`config.mk`:
```
export PLATFORM = sky130hd
export DESIGN_NAME = fbtp_back_flat
export DESIGN_NICKNAME = d
export VERILOG_FILES = /design/src/fbtp_pkg.sv /design/src/fbtp_if.sv /design/src/fbtp_back.sv /design/src/flat_wrapper.sv
export SDC_FILE = /design/constraint.sdc
export NUM_CORES = 1
export LEC_CHECK = 0
export BUFFER_PORTS_ARGS = -buffer_cell sky130_fd_sc_hd__buf_2
export CAP_MARGIN = 20
export CORE_UTILIZATION = 11
export DETAILED_ROUTE_END_ITERATION = 10
export MAX_ROUTING_LAYER = met4
export PLACE_DENSITY = 0.73
export SLEW_MARGIN = 15
export SYNTH_ARGS = -nofsm -noshare
export SYNTH_HDL_FRONTEND = slang
export SYNTH_SLANG_ARGS = --single-unit
export TNS_END_PERCENT = 5
```
`constraint.sdc`:
```
create_clock -name clock -period 1.1 [get_ports clock]
set_input_delay 0.055 -clock clock [delete_from_list [all_inputs] [get_ports clock]]
set_output_delay 0.055 -clock clock [all_outputs]
set_load 0.02 [all_outputs]
```
`src/fbtp_pkg.sv`:
```
// ----------------------------------------------------------------------------
// fbtp_pkg: shared types and constants of the float byte truncating packer
// Payload structs of the three channels, the queue entry and the helper
// that turns a precision in bits into a count of kept high bytes.
// ----------------------------------------------------------------------------
package fbtp_pkg;

   localparam int BYTE_BITS        = 8;
   localparam int WORD_BYTES       = 4;
   localparam int PEND_BYTES       = WORD_BYTES - 1;
   localparam int QUEUE_DEPTH_DEF  = 2;
   localparam logic [5:0] KEPT_BITS_RESET = 6'd32;
   localparam logic [5:0] KEPT_BITS_MIN   = 6'd1;
   localparam logic [5:0] KEPT_BITS_MAX   = 6'd32;
   localparam logic [2:0] FULL_COUNT      = 3'd4;

   typedef struct packed {
      logic [31:0] value;
      logic        is_last;
   } req_type;

   typedef struct packed {
      logic [31:0] packed_word;
      logic [2:0]  byte_count;
      logic        final_word;
   } rsp_type;

   typedef struct packed {
      logic [5:0] kept_bits;
   } csr_type;

   // A job holds the one or two words of one accepted float; both travel together.
   typedef struct packed {
      rsp_type res0;
      rsp_type res1;
      logic    two;
   } job_type;

   // ceil(bits / 8) with the precision clamped to 1..32
   function automatic logic [2:0] kept_bytes(input logic [5:0] bits);
      logic [5:0] b;
      logic [5:0] s;
      b = bits;
      if (b < KEPT_BITS_MIN) b = KEPT_BITS_MIN;
      if (b > KEPT_BITS_MAX) b = KEPT_BITS_MAX;
      s = b + 6'd7;
      return s[5:3];
   endfunction

endpackage

```
`src/fbtp_if.sv`:
```
// ----------------------------------------------------------------------------
// fbtp_if: valid/ready channel
// Carries one payload word per handshake; source drives valid and payload.
// ----------------------------------------------------------------------------
interface fbtp_if #(
   parameter type payload_type = logic
);
   logic        valid;
   logic        ready;
   payload_type payload;

   modport source (output valid, output payload, input ready);
   modport sink   (input valid, input payload, output ready);
endinterface

```
`src/fbtp_back.sv`:
```
// ----------------------------------------------------------------------------
// fbtp_back: output side of the packer
// Pops jobs from the queue and sends their one or two words through the
// output register, first word first.
// ----------------------------------------------------------------------------
module fbtp_back (
   input  logic              clock,
   input  logic              reset,
   input  logic              pop_valid,
   output logic              pop_ready,
   input  fbtp_pkg::job_type pop_data,
   fbtp_if.source            rsp_ch
);
   import fbtp_pkg::*;

   logic    out_valid_ff, out_valid_in;
   rsp_type out_ff, out_in;
   logic    second_ff, second_in;
   logic    load;

   assign load           = !out_valid_ff || rsp_ch.ready;
   assign pop_ready      = load && (second_ff || !pop_data.two);
   assign rsp_ch.valid   = out_valid_ff;
   assign rsp_ch.payload = out_ff;

   always_comb begin
      out_valid_in = out_valid_ff;
      out_in       = out_ff;
      second_in    = second_ff;
      if (load) begin
         out_valid_in = pop_valid;
         if (pop_valid) begin
            out_in = second_ff ? pop_data.res1 : pop_data.res0;
            // hold the job for its second word
            second_in = !second_ff && pop_data.two;
         end
      end
   end

   always_ff @(posedge clock) begin
      if (reset) begin
         out_valid_ff <= 1'b0;
         second_ff    <= 1'b0;
      end else begin
         out_valid_ff <= out_valid_in;
         second_ff    <= second_in;
      end
      out_ff <= out_in;
   end

   a_second_has_job: assert property (@(posedge clock) disable iff (reset)
      second_ff |-> pop_valid && pop_data.two)
      else $error("second word pending without a two-word job");

   a_partial_is_final: assert property (@(posedge clock) disable iff (reset)
      out_valid_ff && out_ff.byte_count != FULL_COUNT |-> out_ff.final_word)
      else $error("partial word not marked final");

endmodule
```
`src/flat_wrapper.sv`:
```
// flat-port wrapper written by rule: the top's interface ports become plain ports
module fbtp_back_flat import fbtp_pkg::*;
  (clock, reset, pop_valid, pop_ready, pop_data, rsp_ch_valid, rsp_ch_payload, rsp_ch_ready);
  fbtp_if rsp_ch_i ();
  input  logic clock;
  input  logic reset;
  input  logic pop_valid;
  output logic pop_ready;
  input  fbtp_pkg::job_type pop_data;
  output wire logic [$bits(rsp_ch_i.valid)-1:0] rsp_ch_valid;
  output wire logic [$bits(rsp_ch_i.payload)-1:0] rsp_ch_payload;
  input wire logic [$bits(rsp_ch_i.ready)-1:0] rsp_ch_ready;
  assign rsp_ch_valid = rsp_ch_i.valid;
  assign rsp_ch_payload = rsp_ch_i.payload;
  assign rsp_ch_i.ready = rsp_ch_ready;
  fbtp_back u_core (.clock(clock), .reset(reset), .pop_valid(pop_valid), .pop_ready(pop_ready), .pop_data(pop_data), .rsp_ch(rsp_ch_i));
endmodule
```
==> flow_metrics.env <==
export IMPL_crit_chain="and2b_4, nor2_2, buf_4"
export IMPL_yosys_top_cells_area="dfxtp_1, edfxtp_1, nand3b_4"
export IMPL_timing_rr_end="u_core.rsp_ch.payload"
export IMPL_die_w_um=39.25
export IMPL_globalplace_congestion=0.7417
export IMPL_power_frac_seq_pct=32.2
export IMPL_start_util_pct=11.73
export IMPL_crit_required_ns=1.04
export IMPL_clockPowerShare_pct=50.5
export IMPL_num_fill_cells=154
export IMPL_grt_usage_pct=6.068
export IMPL_dp_cells=38
export IMPL_synth_cell_area_um2=152.6
export IMPL_swShare_pct=25.22
export IMPL_arrival_ns=1.01
export IMPL_worstHoldStart="pop_valid"
export IMPL_syn2layout_area_growth_pct=72.95
export IMPL_seq_area_frac_synth_pct=45.90
export IMPL_cts_root_buf="clkbuf_4"
export IMPL_async_flop_share_pct=0
export IMPL_start_kind="flip-flop"
export IMPL_yosysMostFrequentCell="nor2_1"
export IMPL_synth_nets=91
export IMPL_cp_slowest_cell="dfxtp_2"
export IMPL_whs_path_depth=3
export IMPL_placed_area_um2=216.5
export IMPL_period_needed_ns=1.061
export IMPL_peakVddDrop_mv=0.3264
export IMPL_multiInputGateArea_um2=86.33
export IMPL_switchingPower_w=0.00009932
export IMPL_status="finished, final reports clean"
export IMPL_slowest_delay_ns=0.32
export IMPL_worst_pin_slew_ns=0.1417
export IMPL_end_kind="output port"
export IMPL_ys_top_cells_by_count="nor2_1, dfxtp_1"
export IMPL_wire_per_inst_um=8.558
export IMPL_synthFlopType="dfxtp_1"
export IMPL_nNetsFinal=106
export IMPL_die_y_um=39.25
export IMPL_dieArea_mm2=0.001541
export IMPL_cpLargestDelayFamily="flip-flops"
export IMPL_drt_iter0_drc=1
export IMPL_fin_area_um2=264.0
export IMPL_post_cts_buffers=0
export IMPL_min_period_over_period_pct=96.46
export IMPL_cts_tree="done"
export IMPL_vias_per_cell=3.535
export IMPL_ant_nets=0
export IMPL_drc=0
export IMPL_yosysWarnings=0
export IMPL_cts_buffers=3
export IMPL_io_buffers=9
export IMPL_path_class="flip-flop to output port"
export IMPL_cts_sinks=3
export IMPL_finalSetupViolCount=0
export IMPL_clockBufferDepth=2
export IMPL_hold_violations=0
export IMPL_relSlewSlack_pct=90.49
export IMPL_r2r_start="u_core.second_ff"
export IMPL_post_synth_top_area_cell="dfxtp_1"
export IMPL_synth_top_area_share_pct=26.23
export IMPL_grt_pass1_wl_um=531
export IMPL_holdPathEnd="u_core.second_ff"
export IMPL_ys_types=10
export IMPL_synthCells=14
export IMPL_ff_latch_area_um2=71.32
export IMPL_ctsHtreeMaxLevel=1
export IMPL_drv_cap=0
export IMPL_grt_start_max_net_pins=6
export IMPL_hold_path_class="input port to flip-flop"
export IMPL_synth_edf_count=1
export IMPL_layout_setup_ws_ns=0.03895
export IMPL_routed_wl_um=368
export IMPL_grt_antenna_before_repair=0
export IMPL_top_level_ports=80
export IMPL_fmax_mhz=942.5
export IMPL_grt_pass1_vias=150
export IMPL_worstSkewPairLatency_ns=0.23
export IMPL_r2r_slack_ns=0.20
export IMPL_clkTransAtPathRegs_ns=0.04
export IMPL_p_comb_share_pct=17.2
export IMPL_rr_worst_depth=1
export IMPL_skew_ns=0.001856
export IMPL_internal_power_w=0.0002944
export IMPL_first_pass_iters=4
export IMPL_place_ws_ns=0.1843
export IMPL_avgSynthCellArea_um2=10.90
export IMPL_p_leak_nw=0.1273
export IMPL_synth_seq_cells=3
export IMPL_stdcell_count=43
export IMPL_dp_hpwl_um=258.1
export IMPL_num_vias=152
export IMPL_grt_remaining_overflow=0
export IMPL_whs_ns=0.1073
export IMPL_drv_slew=0
export IMPL_power_density_mw_per_mm2=1492
export IMPL_critPathBufInv=1
export IMPL_path_max_fanout=3
export IMPL_core_area_mm2=0.001301
export IMPL_diodes=0
export IMPL_rows=13
export IMPL_drive_above_1_share_pct=64.29
stage by stage:
stage | utilization (%) | power [W] | TNS (ns)
2_1_floorplan | - | 0.0001632 | 0
3_3_place_gp | 16.63 | 0.0001869 | 0
3_5_place_dp | 16.63 | 0.0001870 | 0
4_1_cts | 19.42 | 0.0003963 | 0
5_1_grt | 20.29 | 0.0004195 | -0.0004313
6_report | 20.29 | 0.0003938 | 0
per-layer routing:
| metal | global-route usage, % | wire length, um | part of all wire, % | vias to the layer above |
|---|---|---|---|---|
| met3 | 5.114 | 40 | 11 | 0 |
| met2 | 7.083 | 163 | 44 | 6 |
| met1 | 6.164 | 164 | 45 | 72 |
| li1 | - | - | - | 74 |
| met4 | 5.172 | 0 | 0 | 0 |
| met5 | - | 0 | 0 | - |
layout make-up:
cell class	count	area share (%)
Sequential cell	3	27.01
Timing Repair Buffer	10	21.80
Tap cell	15	7.109
Clock buffer	4	9.953
Inverter	1	1.422
Multi-Input combinational cell	10	32.70
timing repair:
action,CTS,global route
gates resized for setup,0,4
endpoints found under the hold margin,1,0
endpoints found under the setup margin,0,1
hold buffers,1,0
flip-flops by register name, summed over array words and instances (netlist names):
name	cells
u_core.second_ff	1
u_core.rsp_ch.payload	1
u_core.rsp_ch.valid	1
worst max-delay path by stage:
stage,slack [ns],depth (start not counted),startpoint,endpoint
final,0.04,3,u_core.second_ff,pop_ready
after global routing,-0.0004,3,u_core.second_ff,pop_ready
after CTS,0.004,3,u_core.second_ff,pop_ready
after detailed placement,0.18,1,u_core.second_ff,u_core.rsp_ch.payload
after global placement,0.16,1,u_core.second_ff,u_core.rsp_ch.payload
after floorplan,0.14,3,u_core.rsp_ch.valid,u_core.second_ff
power by group through the flow:
stage	combinational, W	sequential [W]	clock, W
6_report	0.0000678	0.000127	0.000199
5_1_grt	0.0000744	0.000128	0.000218
4_1_cts	0.0000626	0.000126	0.000207
3_5_place_dp	0.0000591	0.000128	0
3_3_place_gp	0.0000590	0.000128	0
2_1_floorplan	0.0000291	0.000134	0
cells in the final DEF (no fill, tap or decap):
| cell type | Yosys | routed |
|---|---|---|
| buf_2 | 0 | 8 |
| nor2_1 | 4 | 3 |
| clkbuf_4 | 0 | 3 |
| inv_1 | 1 | 1 |
| nor2b_4 | 0 | 1 |
| and2b_4 | 1 | 1 |
| nor2_2 | 0 | 1 |
| mux2_1 | 1 | 1 |
| nand3b_4 | 1 | 1 |
| o21ai_1 | 1 | 1 |
| a21oi_2 | 1 | 1 |
| clkbuf_1 | 0 | 1 |
| dlygate4sd3_1 | 0 | 1 |
| buf_4 | 0 | 1 |
| edfxtp_1 | 1 | 1 |
| dfxtp_1 | 2 | 1 |
| dfxtp_2 | 0 | 1 |
cells by family after synthesis:
logic type             after synthesis  share of synthesized area, %
DFF                                  3                         45.90
buffers and inverters                1                         2.457
muxes                                1                         7.377
and+or+nand+nor                      7                         35.24
AOI/OAI and AO/OA                    2                         9.014
No activity file was read; power rests on OpenSTA's default activity.
