**src/fbtp_pkg.sv**
```systemverilog
// ----------------------------------------------------------------------------
// fbtp_pkg: shared types and constants of the float byte truncating packer
// Payload structs of the three channels, the queue entry and the helper
// that turns a precision in bits into a count of kept high bytes.
// ----------------------------------------------------------------------------
package fbtp_pkg;

   localparam int BYTE_BITS        = 8;
   localparam int WORD_BYTES       = 4;
   localparam int PEND_BYTES       = WORD_BYTES - 1;
   localparam int QUEUE_DEPTH_DEF  = 2;
   localparam logic [5:0] KEPT_BITS_RESET = 6'd32;
   localparam logic [5:0] KEPT_BITS_MIN   = 6'd1;
   localparam logic [5:0] KEPT_BITS_MAX   = 6'd32;
   localparam logic [2:0] FULL_COUNT      = 3'd4;

   typedef struct packed {
      logic [31:0] value;
      logic        is_last;
   } req_type;

   typedef struct packed {
      logic [31:0] packed_word;
      logic [2:0]  byte_count;
      logic        final_word;
   } rsp_type;

   typedef struct packed {
      logic [5:0] kept_bits;
   } csr_type;

   // A job holds the one or two words of one accepted float; both travel together.
   typedef struct packed {
      rsp_type res0;
      rsp_type res1;
      logic    two;
   } job_type;

   // ceil(bits / 8) with the precision clamped to 1..32
   function automatic logic [2:0] kept_bytes(input logic [5:0] bits);
      logic [5:0] b;
      logic [5:0] s;
      b = bits;
      if (b < KEPT_BITS_MIN) b = KEPT_BITS_MIN;
      if (b > KEPT_BITS_MAX) b = KEPT_BITS_MAX;
      s = b + 6'd7;
      return s[5:3];
   endfunction

endpackage

```
**src/fbtp_queue.sv**
```systemverilog
// ----------------------------------------------------------------------------
// fbtp_queue: short FIFO between front and back
// Holds packed-word jobs so the input and output sides stall on their own.
// ----------------------------------------------------------------------------
module fbtp_queue #(
   parameter int DEPTH = fbtp_pkg::QUEUE_DEPTH_DEF
) (
   input  logic              clock,
   input  logic              reset,
   input  logic              push_valid,
   output logic              push_ready,
   input  fbtp_pkg::job_type push_data,
   output logic              pop_valid,
   input  logic              pop_ready,
   output fbtp_pkg::job_type pop_data
);
   import fbtp_pkg::*;

   localparam int PW = (DEPTH > 1) ? $clog2(DEPTH) : 1;
   localparam int CW = $clog2(DEPTH + 1);
   localparam logic [PW-1:0] LAST_PTR = PW'(DEPTH - 1);
   localparam logic [CW-1:0] FULL_CNT = CW'(DEPTH);

   job_type       mem [DEPTH];
   logic [PW-1:0] wr_ptr_ff, wr_ptr_in;
   logic [PW-1:0] rd_ptr_ff, rd_ptr_in;
   logic [CW-1:0] cnt_ff, cnt_in;
   logic          do_push;
   logic          do_pop;

   assign push_ready = (cnt_ff != FULL_CNT);
   assign pop_valid  = (cnt_ff != '0);
   assign pop_data   = mem[rd_ptr_ff];
   assign do_push    = push_valid && push_ready;
   assign do_pop     = pop_valid && pop_ready;

   always_comb begin
      wr_ptr_in = wr_ptr_ff;
      rd_ptr_in = rd_ptr_ff;
      cnt_in    = cnt_ff;
      if (do_push) begin
         wr_ptr_in = (wr_ptr_ff == LAST_PTR) ? '0 : wr_ptr_ff + 1'b1;
      end
      if (do_pop) begin
         rd_ptr_in = (rd_ptr_ff == LAST_PTR) ? '0 : rd_ptr_ff + 1'b1;
      end
      if (do_push && !do_pop) begin
         cnt_in = cnt_ff + 1'b1;
      end else if (do_pop && !do_push) begin
         cnt_in = cnt_ff - 1'b1;
      end
   end

   always_ff @(posedge clock) begin
      if (do_push) begin
         mem[wr_ptr_ff] <= push_data;
      end
   end

   always_ff @(posedge clock) begin
      if (reset) begin
         wr_ptr_ff <= '0;
         rd_ptr_ff <= '0;
         cnt_ff    <= '0;
      end else begin
         wr_ptr_ff <= wr_ptr_in;
         rd_ptr_ff <= rd_ptr_in;
         cnt_ff    <= cnt_in;
      end
   end

   a_cnt_bound: assert property (@(posedge clock) disable iff (reset)
      cnt_ff <= FULL_CNT)
      else $error("queue count beyond depth");

endmodule

```
**config.mk**
```make
export PLATFORM = sky130hd
export DESIGN_NAME = fbtp_queue
export DESIGN_NICKNAME = d
export VERILOG_FILES = /design/src/fbtp_pkg.sv /design/src/fbtp_queue.sv
export SDC_FILE = /design/constraint.sdc
export NUM_CORES = 1
export LEC_CHECK = 0
export ABC_AREA = 1
export BUFFER_PORTS_ARGS = -buffer_cell sky130_fd_sc_hd__buf_2
export CELL_PAD_IN_SITES_DETAIL_PLACEMENT = 1
export CELL_PAD_IN_SITES_GLOBAL_PLACEMENT = 2
export CORE_MARGIN = 3
export CORE_UTILIZATION = 43
export CTS_BUF_LIST = sky130_fd_sc_hd__clkbuf_2 sky130_fd_sc_hd__clkbuf_4 sky130_fd_sc_hd__clkbuf_8
export CTS_CLUSTER_DIAMETER = 30
export DETAILED_ROUTE_END_ITERATION = 8
export PLACE_DENSITY_LB_ADDON = 0.15
export REMOVE_ABC_BUFFERS = 1
export SKIP_LAST_GASP = 1
export SYNTH_ARGS = -nofsm -noshare
export SYNTH_HDL_FRONTEND = slang
export SYNTH_SLANG_ARGS = --single-unit
```
**constraint.sdc**
```tcl
create_clock -name clock -period 10.3 [get_ports clock]
set_input_delay 0.515 -clock clock [delete_from_list [all_inputs] [get_ports clock]]
set_output_delay 0.515 -clock clock [all_outputs]
set_load 0.01 [all_outputs]
```
==> results of run 1 <==
metrics by stage:
stage               setup slack [ns]  hold slack (ns)  utilization [%]  instances
detailed placement              7.72            0.523             50.6        586
finish                          7.31            0.268             53.5        618
global placement                7.73            0.484             50.6        586
floorplan                       6.14            0.465                -        256
global route                    7.16            0.229             53.5        618
CTS                             7.23            0.226             53.5        618
cell families after synthesis:
family / count (synthesis) / synth area share [%]
simple gates: 19 / 1.30
compound gates: 4 / 0.342
mux: 73 / 18.5
flops: 151 / 76.5
fa+ha+maj: 1 / 0.214
buf+inv: 16 / 3.10
critical path, stage by stage (launching register included):
cell and delay, ns:
dfxtp_4 0.77, buf_4 0.70, mux2_4 0.37, buf_2 0.14
layer usage:
| metal | track usage (%) | up-vias | part of all wire, % |
|---|---|---|---|
| li1 | - | 1351 | - |
| met1 | 17.0 | 1380 | 40 |
| met2 | 22.1 | 106 | 49 |
| met3 | 5.85 | 18 | 8.7 |
| met4 | 6.93 | 6 | 1.5 |
| met5 | 0 | - | 0.33 |
layout make-up:
class                           instances  area (um^2)  share of cell area, %
Clock buffer                           20          256                   3.60
Clock inverter                         12          134                   1.88
Inverter                                8         30.0                  0.422
Multi-Input combinational cell         97         1210                   17.0
Sequential cell                       151         4490                   63.1
Tap cell                              176          220                   3.09
Timing Repair Buffer                  154          778                   10.9
cells in the final DEF (no fill, tap or decap), types with 3 or more instances in the layout:
cell and instances:
mux2_4 70, nor2_1 5, clkbuf_4 3, edfxtp_1 146, buf_4 3, mux2_2 3, buf_2 151, dfxtp_1 4
clkbuf_8 17, nand2_1 9, bufinv_16 3, clkinv_2 5, inv_1 8, clkinv_1 3
power breakdown:
part | internal (mW) | switching [mW]
clock network | 0.243 | 0.198
registers | 0.778 | 0.0415
logic | 0.210 | 0.200
total | 1.23 | 0.440
flip-flops by register name (all words and copies together), names as in the netlist, named ones only:
name       count
rd_ptr_ff      1
wr_ptr_ff      1
mem          146
cnt_ff         2
worst min path at each step:
| stage | depth (start not counted) | to | slack (ns) | startpoint |
|---|---|---|---|---|
| after floorplan | 2 | flip-flop | 0.46 | rd_ptr_ff |
| after global placement | 2 | rd_ptr_ff | 0.48 | rd_ptr_ff |
| after global routing | 1 | mem[1][62] | 0.23 | push_data[62] |
| after CTS | 1 | mem[1][1] | 0.23 | push_data[1] |
| final | 1 | mem[0][26] | 0.27 | push_data[26] |
| after detailed placement | 2 | rd_ptr_ff | 0.52 | rd_ptr_ff |
==> flow_summary.ini, run 1 <==
[status]
outcome = finished, final reports clean

[cts]
postCtsSetupBuffers = 0
clkTransAtPathRegs_ns = 0.08
clock_sinks = 151
cts_resized = 0
cts_buffers = 17
h-tree-depth = 4
insertion_delay_ns = 0.43
clock_path_buffers = 2
postCtsHoldBufs = 0
tritoncts = yes
root_buffer = clkbuf_8

[timing]
min_period_ns = 2.99
post-route-period-util_pct = 29.0
worstMarginPinSlew_ns = 1.01
slew_headroom_pct = 32.6
rsz0062_at_grt = no
hold_viol = 0
fin_setup_tns_ns = 0
fmax_ghz = 0.335
fin_skew_ns = 0.00579
finalSetupViolCount = 0
slew_violations = 0

[setup_path]
rr_worst_depth = 5
worst_setup_path_end_kind = output port
r2r_start = cnt_ff[0]
r2r-end = mem[1][20]
worstPathArrival_ns = 2.47
cp-endpoint = pop_data[63]
worstPathRequired_ns = 9.79
cp_max_fo = 39
reg2reg_slack_ns = 8.33
worst_setup_path_start_kind = flip-flop
path_class = flip-flop to output port

[placement]
dpl_cell_area_mm2 = 0.00673
port_buffers = 151
dp_hpwl_um = 6800
gp_congestion = 0.688

[global_routing]
antenna_found_initial = 3
grt_max_degree = 74
grt_usage_pct = 14.1
grt_pass1_vias = 2932
grt-ovfl-total = 0
grt_pass1_wl_um = 15500

[yosys]
ys_types = 14
synth_cells = 264
synth_area_leader_cell = edfxtp_1
synth_area_per_cell_um2 = 22.2
synth_area_mm2 = 0.00586
yosysMostFrequentCell = edfxtp_1
synth_seq_cells = 151
ys_top_cells_by_count = 146 x edfxtp_1, 70 x mux2_4, 9 x nand2_1, 8 x inv_1
synth-seq-area-share_pct = 76.5
ys.warnings.count = 0
synth_ff_type = edfxtp_1
yosysTopAreaCellShare_pct = 74.8
async_flop_share_pct = 0
synth_edf_count = 146
synthTopCellsByArea = edfxtp_1 75%, mux2_4 18%, buf_12 2.4%

[detailed_routing]
wl_um = 10400
drtPass1Iterations = 4
antenna_left = 0
initialDrtViolationCount = 168
routed_via_density = 4.63
dr_total_vias = 2861
wl_per_cell_um = 16.8
drc = 0

[worst_hold_path]
hp-class = input port to flip-flop

[power]
power_density_mw_per_mm2 = 235
total_power_mw = 1.67
peakVddDrop_uv = 117
p_leak_nw = 2.82

[floorplanning]
die_h_um = 123
die-area_mm2 = 0.0151
num_io_pins = 152
dieWidth_um = 123
core_mm2 = 0.0133
rows = 42
initial_core_util_pct = 44.1

[final_layout]
drive_gt1_share_pct = 58.6
area_delta_synth_final_pct = 21.4
antenna_cells = 0
fin_area_mm2 = 0.00712
num-nets-final = 507
fill_cells = 1253

[job]
cap_violations = 0
No activity file was read; power rests on OpenSTA's default activity.
==> run 2: changes to the inputs <==
CORE_UTILIZATION = 36   (was 43)
clock period = 2.4 ns   (was 10.3 ns; I/O delays follow)
==> run 2 against run 1 <==
  * Critical path depth is the same
  * Clock power grew to 4.4 times the previous value
  * Highest routed layer is now met4
  * Worst hold slack lost 0.00096 ns
==> flow_summary.ini, run 2 (same netlist as run 1, synthesis figures left out) <==
[cts]
postCtsSetupBuffers = 0
cts_resized = 0
tritoncts = yes
clock_sinks = 151
insertion_delay_ns = 0.42
clock_path_buffers = 2
clkTransAtPathRegs_ns = 0.07
cts_buffers = 17
root_buffer = clkbuf_8
h-tree-depth = 4

[setup_path]
crit_path_top_delay_cell = dfxtp_4
cp_max_fo = 26
path_class = flip-flop to output port
crit_chain = buf_4 > mux2_2 > buf_2
worst_setup_path_start_kind = flip-flop
r2r_start = cnt_ff[0]
max_stage_delay_ns = 0.70
worstPathRequired_ns = 2.28
worst_setup_path_end_kind = output port
worstPathArrival_ns = 1.91

[final_layout]
fill_cells = 1562
largest_reg_flops = 146
antenna_cells = 0
mostFrequentLayoutCells = 151 x buf_2, 146 x edfxtp_1, 75 x dlygate4sd3_1
area_delta_synth_final_pct = 36.6
largestRegisters = mem: 146 flops, cnt_ff: 2 flops
num-nets-final = 586
final_common_cell = buf_2
largest_register = mem
drive_gt1_share_pct = 50.5

[timing]
hold_viol = 0
post-route-period-util_pct = 84.8
holdWs_ns = 0.267
slew_violations = 0
min_period_ns = 2.03
fmax_ghz = 0.491
worstMarginPinSlew_ns = 0.527
fin_setup_tns_ns = 0
fin_skew_ns = 0.00879
slew_headroom_pct = 64.9
finalSetupViolCount = 0
setup_slack_ns = 0.365
rsz0062_at_grt = no

[floorplanning]
rows = 46
num_io_pins = 152
initial_core_util_pct = 36.9
die_h_um = 134
dieWidth_um = 134
core_mm2 = 0.0159
die-area_mm2 = 0.0178

[global_routing]
antenna_found_initial = 0
grt_pass1_vias = 3517
grt_max_degree = 74
grt_usage_pct = 13.3
grt_pass1_wl_um = 18000
grt-ovfl-total = 0

[status]
outcome = finished, final reports clean

[placement]
gp_congestion = 0.657
pre_cts_ws_ns = 0.771
dp_hpwl_um = 7590
port_buffers = 151

[detailed_routing]
drc = 0
wl_um = 11700
dr_total_vias = 3192
drtPass1Iterations = 4
initialDrtViolationCount = 144
routed_via_density = 4.33
wl_per_cell_um = 15.9
antenna_left = 0

[power]
peakVddDrop_uv = 378
power_density_mw_per_mm2 = 922
p_leak_nw = 3.16

[worst_hold_path]
hp-class = input port to flip-flop
min_from = push_valid

[job]
cap_violations = 0
[run 2: worst max-delay path: cells and delay by family (launching register included)]
family / cells / cell delay (ns)
flip-flops: 1 / 0.70
buffers and inverters: 2 / 0.44
multiplexers: 1 / 0.35
[run 2: power breakdown]
group          internal (mW)  switching, mW
combinational           1.04          0.928
sequential              3.33          0.164
clock                   1.03          0.895
total                   5.39           1.99
[run 2: area by class of cell]
class                   count  area (um^2)  area share (%)
well taps                 216          270            3.38
clock buffers              18          241            3.02
clock inverters            14          159            1.98
flip-flops and latches    151         4490            56.1
multi-input cells          97         1210            15.1
repair buffers            233         1610            20.1
inverters                   8         30.0           0.375
[run 2: final timing paths]
| path | end | slack [ns] | cells past startpoint |
|---|---|---|---|
| setup / recovery | pop_data[53] | 0.37 | 3 |
| hold / removal | wr_ptr_ff | 0.27 | 4 |
| setup reg to reg | cnt_ff[1] | 0.80 | 10 |
| hold reg to reg | flip-flop | 0.52 | 2 |
[run 2: stage by stage]
step	power [mW]	area, um^2	utilization [%]	instances
finish	7.38	8010	50.4	737
global route	7.77	8010	50.4	737
CTS	7.53	8010	50.4	737
detailed placement	5.48	6860	43.2	630
global placement	5.43	6860	43.2	630
floorplan	4.84	5710	-	256
[run 2: routing by layer]
metal / vias to the layer above / wire length, um / global-route usage (%)
met1: 1587 / 4650 / 14.2
met5: - / 0 / 0
li1: 1509 / - / -
met4: 0 / 85 / 4.51
met2: 92 / 6330 / 24.4
met3: 4 / 667 / 4.53
[run 2: timing repair]
action / CTS / global route
endpoints found under the hold margin: 151 / 0
hold buffers: 75 / 0
endpoints found under the setup margin: 0 / 0
